$ cat config.mk
export PLATFORM = sky130hd
export DESIGN_NAME = mf3_median_pipe
export DESIGN_NICKNAME = d
export VERILOG_FILES = /design/src/design/mf3_pkg.sv /design/src/design/mf3_median_pipe.sv
export SDC_FILE = /design/constraint.sdc
export NUM_CORES = 1
export LEC_CHECK = 0
export BUFFER_PORTS_ARGS = -buffer_cell sky130_fd_sc_hd__buf_2
export CORE_MARGIN = 2
export CORE_UTILIZATION = 35
export CTS_CLUSTER_SIZE = 14
export DETAILED_ROUTE_END_ITERATION = 7
export PLACE_DENSITY = 0.49
export SYNTH_ARGS = -nofsm -noshare
export SYNTH_HDL_FRONTEND = slang
export SYNTH_SLANG_ARGS = --single-unit
$ cat constraint.sdc
create_clock -name clk -period 15 [get_ports clk]
set_clock_uncertainty 0.15 [all_clocks]
set_input_delay 0.75 -clock clk [delete_from_list [all_inputs] [get_ports clk]]
set_output_delay 0.75 -clock clk [all_outputs]
set_load 0.03 [all_outputs]
$ cat src/design/mf3_pkg.sv
// ----------------------------------------------------------------------------
// mf3_pkg
// Shared types and constants for the 3x3 median filter: beat payloads,
// configuration register indices, window and stage control types.
// ----------------------------------------------------------------------------
package mf3_pkg;

  localparam int PIX_W        = 16;
  localparam int IMG_WIDTH_W  = 12;
  localparam int IMG_HEIGHT_W = 16;
  localparam int CFG_INDEX_W  = 2;
  localparam int CFG_DATA_W   = 16;

  localparam logic [CFG_INDEX_W-1:0] CFG_IMG_WIDTH  = 2'd0;
  localparam logic [CFG_INDEX_W-1:0] CFG_IMG_HEIGHT = 2'd1;

  localparam logic FUNC_PIXEL = 1'b0;
  localparam logic FUNC_DRAIN = 1'b1;

  // result queue
  localparam int FIFO_DEPTH = 8;
  localparam int FIFO_PTR_W = $clog2(FIFO_DEPTH);

  typedef logic [PIX_W-1:0] pix_t;

  typedef struct packed {
    logic func;
    pix_t pixel;
  } pix_item_t;

  typedef struct packed {
    pix_t out_pixel;
    logic last_of_frame;
  } res_item_t;

  // [row][column], column 2 is the newest
  typedef logic [2:0][2:0][PIX_W-1:0] window_t;

  typedef struct packed {
    logic emit;      // this beat produces a result
    logic last;      // final pixel of the plane
    logic interior;  // take the median, else take alt
    pix_t alt;       // pass-through value
  } med_ctrl_t;

endpackage

$ cat src/design/mf3_median_pipe.sv
// ----------------------------------------------------------------------------
// mf3_median_pipe
// Two-stage median of a 3x3 window: row sorts, then max of lows, median of
// mids and min of highs, whose median is the median of all nine.
// ----------------------------------------------------------------------------
module mf3_median_pipe (
  input  logic                clk,
  input  logic                rst,
  input  mf3_pkg::window_t    window,
  input  mf3_pkg::med_ctrl_t  ctrl,
  output logic                push,
  output mf3_pkg::res_item_t  push_item,
  output logic [1:0]          busy_emits
);

  function automatic mf3_pkg::pix_t max2(input mf3_pkg::pix_t a, input mf3_pkg::pix_t b);
    return (a > b) ? a : b;
  endfunction

  function automatic mf3_pkg::pix_t min2(input mf3_pkg::pix_t a, input mf3_pkg::pix_t b);
    return (a < b) ? a : b;
  endfunction

  function automatic mf3_pkg::pix_t med3(input mf3_pkg::pix_t a, input mf3_pkg::pix_t b,
                                        input mf3_pkg::pix_t c);
    return max2(min2(a, b), min2(max2(a, b), c));
  endfunction

  mf3_pkg::pix_t      lo [3];
  mf3_pkg::pix_t      md [3];
  mf3_pkg::pix_t      hi [3];
  mf3_pkg::med_ctrl_t s3_ctrl;
  mf3_pkg::pix_t      lo_max;
  mf3_pkg::pix_t      md_med;
  mf3_pkg::pix_t      hi_min;
  mf3_pkg::med_ctrl_t s4_ctrl;

  // stage 3: sort each row
  always_ff @(posedge clk) begin
    for (int r = 0; r < 3; r++) begin
      lo[r] <= min2(min2(window[r][0], window[r][1]), window[r][2]);
      hi[r] <= max2(max2(window[r][0], window[r][1]), window[r][2]);
      md[r] <= med3(window[r][0], window[r][1], window[r][2]);
    end
    s3_ctrl.last     <= ctrl.last;
    s3_ctrl.interior <= ctrl.interior;
    s3_ctrl.alt      <= ctrl.alt;
  end

  // stage 4: reduce to three candidates
  always_ff @(posedge clk) begin
    lo_max           <= max2(max2(lo[0], lo[1]), lo[2]);
    md_med           <= med3(md[0], md[1], md[2]);
    hi_min           <= min2(min2(hi[0], hi[1]), hi[2]);
    s4_ctrl.last     <= s3_ctrl.last;
    s4_ctrl.interior <= s3_ctrl.interior;
    s4_ctrl.alt      <= s3_ctrl.alt;
  end

  always_ff @(posedge clk) begin
    if (rst) begin
      s3_ctrl.emit <= 1'b0;
      s4_ctrl.emit <= 1'b0;
    end else begin
      s3_ctrl.emit <= ctrl.emit;
      s4_ctrl.emit <= s3_ctrl.emit;
    end
  end

  assign push                    = s4_ctrl.emit;
  assign push_item.out_pixel     = s4_ctrl.interior ? med3(lo_max, md_med, hi_min)
                                                    : s4_ctrl.alt;
  assign push_item.last_of_frame = s4_ctrl.last;
  assign busy_emits              = {1'b0, s3_ctrl.emit} + {1'b0, s4_ctrl.emit};

endmodule

== Yosys cells after proc, flatten, opt, wreduce, memory -nomap -nowiden ==
Memory sizes are Yosys's and may differ from the RTL's.
Index checks and enable logic that the tools add are counted.
Storage, ports and cells
  register bits after elaboration: 86
  output and inout port bits: 20
  memory bits (writable): 144
  memories: 3
Operators by class
  muxes and demuxes: 31
  add/subtract/negate cells: 1
  order comparisons: 30
Memories
  hi: depth 3, bits a word 16, read ports 3, clocked after memory_dff 0, write ports 3, RTL line mf3_median_pipe.sv:31  | mf3_pkg::pix_t hi [3];
  lo: depth 3, bits a word 16, read ports 3, clocked after memory_dff 0, write ports 3, RTL line mf3_median_pipe.sv:29  | mf3_pkg::pix_t lo [3];
  md: depth 3, bits a word 16, read ports 3, clocked after memory_dff 0, write ports 3, RTL line mf3_median_pipe.sv:30  | mf3_pkg::pix_t md [3];
Operators with widths (number)
  two-way mux 16 bit: 31
  greater-than comparator 16 bit: 15
  < comparator 16 bit: 15
  adder 1 x 1 -> 2 bit: 1

== Logic depth before layout (Yosys ltp) ==
Gate-level depths: netlist of the first run.
  depth after elaboration: 7
  mapped depth: 33

== Worst setup path before layout of the first run ==
No wires, ideal clock.
  path kind: reg-to-output
  start point: register md_med[13]
  end point: output push_item[11] in the netlist's numbering
  cell stages (with the launch flop): 32
  data required time: 14100 ps
  arrival time: 6657 ps
  path buffers: 5
  path slack: 7443 ps
  path through: dfxtp_1 inv_1 ha_1 nand4_1 nor4_1 o21ai_0 nand4_1 buf_2 nand2_1 clkbuf_1 mux2_2 ha_1 nor2b_1 o21ai_0 nand2b_1 a211oi_1 a31oi_1 a2111oi_4 buf_4 mux2i_1 ha_1 nor2b_1 o21ai_0 nand2b_1 a21oi_1 o21ai_0 a311oi_1 or3_1 clkbuf_1 nand2_1 clkbuf_1 o21ai_0
RTL lines
  start: declaration: RTL line mf3_median_pipe.sv:34  | mf3_pkg::pix_t md_med;
  start signal: assignment: RTL line mf3_median_pipe.sv:53  | md_med <= med3(md[0], md[1], md[2]);
  end: declaration: RTL line mf3_median_pipe.sv:12  | output mf3_pkg::res_item_t push_item,

==> qor.txt, run 1 <==
Status: finished clean
Min cycle time layout: 9.548 ns
Vias in the first global route: 15546
Row count: 84
Final nets: 2843
Internal Pwr Total: 2.723 mW
Core region area: 0.05224 mm2
Synth top cells by count: 346 x ha_1, 281 x inv_1, 230 x dfxtp_1, 173 x o21ai_0, 171 x nand2_1
Die W: 233.2 um
Max clock buf depth: 3
Crit Path Category: flop to output pin
Largest net degree at the start of global routing: 34
Total grt overflow: 0
Quantity of gates resized following cts: 0
Die area: 0.05439 mm2
Final ANT Viol Nets: 0
CP Launch Type: flop
Syn Nets: 2678
CP endpoint kind: output pin
Mean post-synth cell area: 8.486 um2
Highest clock rate: 104.7 MHz
Cell count after synthesis: 2167
Postcts setup bufs: 0
Via count: 15566
Final Worst Setup Slack: 5.452 ns
Global-route wire length before repair: 87720 um
Crit-path max cell delay: 0.98 ns
DP Wirelength: 49380 um
Die span in y: 233.2 um
Sequential fraction of the synthesis area: 25.04%
Crit path max-delay family: simple AND/OR/NAND/NOR gates
Starting Density: 35.21%
Drt total wl: 57290 um
Max FO, Critical Path: 20
Yosys warnings: 0
CTS tree: done
DP Area: 0.02008 mm2
Wire per inst: 18.85 um
Critical-path top delay cell: nand2_1
Io pins: 185
Remaining DRCs: 0
Initial antenna violation count: 0
All-Layer GR Usage: 20.88%
Clk sinks: 230
Max-cap violations: 0
RSZ-0062 raised after global routing: false
Worst Hold Class: primary input to flop
Leak Pwr: 10.88 nW
Clock power share: 13.6%
N_diodes: 0
Maximum vdd ir drop: 0.1379 mV
Clock latency on the worst-skew pair: 0.56 ns
Synthesized area: 0.01839 mm2
Synth area leader: dfxtp_1
Clock-pin slew on the worst setup and hold paths: 0.06 ns
Final Hold Viols: 0
Number of synthesized register bits: 230
Slew at the pin with the worst max-slew slack: 1.184 ns
Most frequent cell on the critical path: ha_1
Fillers: 5321
Final setup viols: 0
Switching share of total power: 47.69%
TritonRoute pass-1 iters: 5
Port Buffers: 184
Switching power: 2.482 mW
Tcrit/Tclk final: 63.65%
Number of synthesized flops with an enable pin: 0
Layout cell share with drive strength beyond 1: 16.50%
Rel. slew slack: 21.07%
Pwr/cell area: 247.3 mW/mm2
CTS Buf Count: 27
Pre-CTS setup slack: 6.047 ns
Root buffer cell: clkbuf_16
Vias per std cell: 5.120
Initial DRC Count: 885
Setup tns final: 0 ns
Final hold slack: 0.1417 ns
Number of distinct library cells after synthesis: 64
Post-CTS Hold Fix Bufs: 0
Prevailing post-synth register cell: dfxtp_1
Top post-synthesis cells by area: dfxtp_1 25%, ha_1 24%, mux2i_1 8.5%
Final Slew Violations: 0
Post-synth top area share: 25.04%
Crit path required time: 14.10 ns
Gate power share: 67.3%
P&R area growth vs syn: 14.48%
Design area: 0.02105 mm2
Count leader, synth: ha_1
WP buf/inv: 3
H-tree Lvls: 1
Placer Congestion: 0.8916
Async SR Flop Fraction: 0%
Sequential Power Share: 19.1%
WP data arrival: 8.65 ns
Tot Pwr: 5.206 mW
path summary, 6_finish.rpt:
path | start | endpoint | slack (ns) | cells after the start
worst max register to register | md[0][21] | md_med[1] | 6.52 | 27
worst max-delay path | md_med[13] | push_item[14] | 5.45 | 28
worst min-delay path | ctrl[6] | s3_ctrl[6] | 0.14 | 1
worst min register to register | s3_ctrl[2] | s4_ctrl[2] | 0.17 | 0
metrics by stage:
stage	utilization (%)	instances
5_1_grt	40.30	3040
3_3_place_gp	38.45	2991
6_report	40.30	3040
4_1_cts	40.30	3040
3_5_place_dp	38.45	2991
2_1_floorplan	-	2167
final cells by class:
cell class                      count  area, um2  area share (%)
Clock inverter                     16      232.7           1.105
Timing Repair Buffer              200       1041           4.945
Tap cell                          688      860.8           4.089
Inverter                          281       1055           5.010
Multi-Input combinational cell   1592      12520           59.47
Clock buffer                       33      738.2           3.506
Sequential cell                   230       4604           21.87
layout by cell type (no fill, tap or decap), types with 31 or more instances in the layout:
| cell type | n |
|---|---|
| inv_1 | 281 |
| nor2b_1 | 31 |
| nor2_1 | 121 |
| ha_1 | 346 |
| mux2_2 | 121 |
| o21ai_0 | 173 |
| mux2i_1 | 157 |
| nand2_1 | 171 |
| dfxtp_1 | 230 |
| a21o_1 | 58 |
| nand4_1 | 57 |
| buf_2 | 184 |
| a21oi_1 | 164 |
worst register-to-register path: cells and delay by family (launching register included):
| family | cells | cell delay [ns] |
|---|---|---|
| compound gates | 12 | 3.03 |
| fa+ha+maj | 3 | 0.95 |
| buf+inv | 2 | 0.40 |
| flops | 1 | 0.40 |
| mux | 2 | 0.65 |
| simple gates | 8 | 2.83 |
sequential cells by signal, summed over array words and instances (netlist names), 16 cells and up:
register  cells
hi           48
hi_min       16
lo_max       16
md           48
s4_ctrl      17
md_med       16
s3_ctrl      19
lo           48
logic make-up after synthesis:
kind of cell | share of synthesized area [%]
muxes | 15.95
AOI/OAI and AO/OA | 16.40
and+or+nand+nor | 11.82
DFF | 25.04
adders and majority gates | 23.54
buffers and inverters | 7.253
power by group through the flow:
| stage | registers, mW | clock network [mW] | logic [mW] |
|---|---|---|---|
| detailed placement | 1.01 | 0 | 3.49 |
| global route | 1.01 | 0.755 | 3.90 |
| CTS | 1.00 | 0.728 | 3.51 |
| global placement | 1.01 | 0 | 3.43 |
| finish | 0.994 | 0.707 | 3.50 |
| floorplan | 0.905 | 0 | 2.62 |
metal layers:
layer / track usage [%] / vias to the layer above / wire length [um]
li1: - / 8002 / -
met1: 26.53 / 7275 / 26020
met2: 38.65 / 249 / 28630
met3: 2.136 / 40 / 1965
met4: 2.707 / 0 / 680
met5: 0 / - / 0
(Power assumes the default switching activity.)
==> run 2, diff against run 1 <==
==> constraint.sdc (replaced) <==
create_clock -name clk -period 9.5 [get_ports clk]
set_clock_uncertainty 0.15 [all_clocks]
set_input_delay 0.475 -clock clk [delete_from_list [all_inputs] [get_ports clk]]
set_output_delay 0.475 -clock clk [all_outputs]
set_load 0.03 [all_outputs]
==> run 2 against run 1 <==
Effect of this change: power up 56%; count of clock-buffer cells in the layout rose by 1; worst hold slack lost 0.078 ns; sequential share of layout area down 0.12 points; final area increased by 0.57%; register-to-register slack worse by 4.6 ns; setup slack got worse by 4.3 ns; core utilization is 0.23 points higher; global-route usage increased by 0.19 points; cell count rose by 0.72%; non-clock buffer count increased by 25; routed wire length increased by 0.46%; highest routed layer unchanged.
==> qor.txt, run 2 (synthesis gave the netlist of run 1 again) <==
Vias per std cell: 5.087
Clock-pin slew on the worst setup and hold paths: 0.06 ns
Crit path required time: 8.88 ns
Reg2reg path depth: 26
Final setup viols: 0
Max clock buf depth: 3
Max FO, Critical Path: 17
Clock latency on the worst-skew pair: 0.54 ns
Initial antenna violation count: 0
Max-cap violations: 0
Final Slew Violations: 0
Tcrit/Tclk final: 88.26%
Wire per inst: 18.80 um
Die area: 0.05439 mm2
P&R area growth vs syn: 15.13%
Total grt overflow: 0
Slew at the pin with the worst max-slew slack: 1.219 ns
CP endpoint kind: output pin
Clk sinks: 230
Most frequent cells in the layout: 346 x ha_1, 281 x inv_1, 230 x dfxtp_1
Highest clock rate: 119.3 MHz
CTS tree: done
Io pins: 185
N_diodes: 0
Core region area: 0.05224 mm2
Crit Path Category: flop to output pin
Met3 WL: 2128 um
Leak Pwr: 10.93 nW
Pwr/cell area: 383.0 mW/mm2
Initial DRC Count: 693
Die W: 233.2 um
Largest registers: hi x48, lo x48, md x48
Maximum vdd ir drop: 0.2596 mV
Port Buffers: 184
DP Wirelength: 49560 um
Vias in the first global route: 15746
Worst Hold Class: primary input to flop
Final Hold Viols: 0
Via count: 15575
Final ANT Viol Nets: 0
Most common cell after layout, fill and taps aside: ha_1
CP Launch Type: flop
Quantity of gates resized following cts: 0
H-tree Lvls: 1
All-Layer GR Usage: 21.07%
Met1 WL: 25890 um
Critical-path top delay cell: or3_1
TritonRoute pass-1 iters: 5
Rel. slew slack: 18.70%
Tot Pwr: 8.108 mW
WP data arrival: 7.76 ns
Starting Density: 35.21%
Row count: 84
Root buffer cell: clkbuf_16
Met2 wire length: 28080 um
Largest net degree at the start of global routing: 34
Final nets: 2867
Drt total wl: 57550 um
Design area: 0.02117 mm2
Remaining DRCs: 0
RSZ-0062 raised after global routing: false
Die span in y: 233.2 um
Global-route wire length before repair: 88370 um
Crit-path max cell delay: 0.50 ns
Min cycle time layout: 8.384 ns
Hold Crit Depth: 2
Setup tns final: 0 ns
CTS Buf Count: 26
Highest metal layer with signal wires: met4
DP Area: 0.02012 mm2
Placer Congestion: 0.8978
Final hold slack: 0.06368 ns
Post-layout util: 40.53%
Layout cell share with drive strength beyond 1: 16.34%
Status: finished clean
## run 2: cell count changes in the layout (fill, tap and decap cells not counted), moves of 3 or more
cell | before | now
inv_6 | 3 | 0
dlygate4sd3_1 | 0 | 20
buf_4 | 16 | 21
clkinv_2 | 3 | 6
bufinv_16 | 5 | 2
## run 2: per-stage QoR
step,setup WS [ns],cells
2_1_floorplan,2.218,2167
3_3_place_gp,1.641,2996
3_5_place_dp,1.673,2996
4_1_cts,1.065,3062
5_1_grt,0.4568,3062
6_report,1.116,3062
## run 2: cell type report
class,count,area [um2]
clock buffer,34,732.0
clock inverter,12,121.4
fill,5239,31060
inverter,281,1055
multi-input combinational,1592,12520
sequential,230,4604
tap,688,860.8
timing repair buffer,225,1279
## run 2: critical path, delay by kind of cell, from the launching register on
family,cells,cell delay (ns)
buffers and inverters,4,0.88
muxes,2,0.72
and+or+nand+nor,10,2.29
AOI/OAI and AO/OA,10,2.07
adders and majority gates,3,0.88
DFF,1,0.37
## run 2: power by group
part / total [mW] / switching, mW / internal (mW)
logic: 5.53 / 3.20 / 2.33
clock network: 0.994 / 0.399 / 0.595
registers: 1.59 / 0.294 / 1.29
## run 2: per-layer routing
layer,track usage [%],vias up
li1,-,8035
met1,26.24,7206
met2,37.90,267
met3,2.991,67
met4,5.175,0
met5,0,-
## run 2: path summary, 6_finish.rpt
path | slack [ns] | end | startpoint
min reg2reg | 0.18 | push_item[0] | s3_ctrl[17]
max | 1.12 | push_item[14] | md_med[12]
min | 0.06 | lo[0][43] | window[139]
max reg2reg | 1.95 | md_med[10] | md[0][10]
## run 2: repair_timing
item / CTS / global route
hold endpoints to repair: 20 / 0
hold buffers: 20 / 0
buffers inserted: 0 / 0
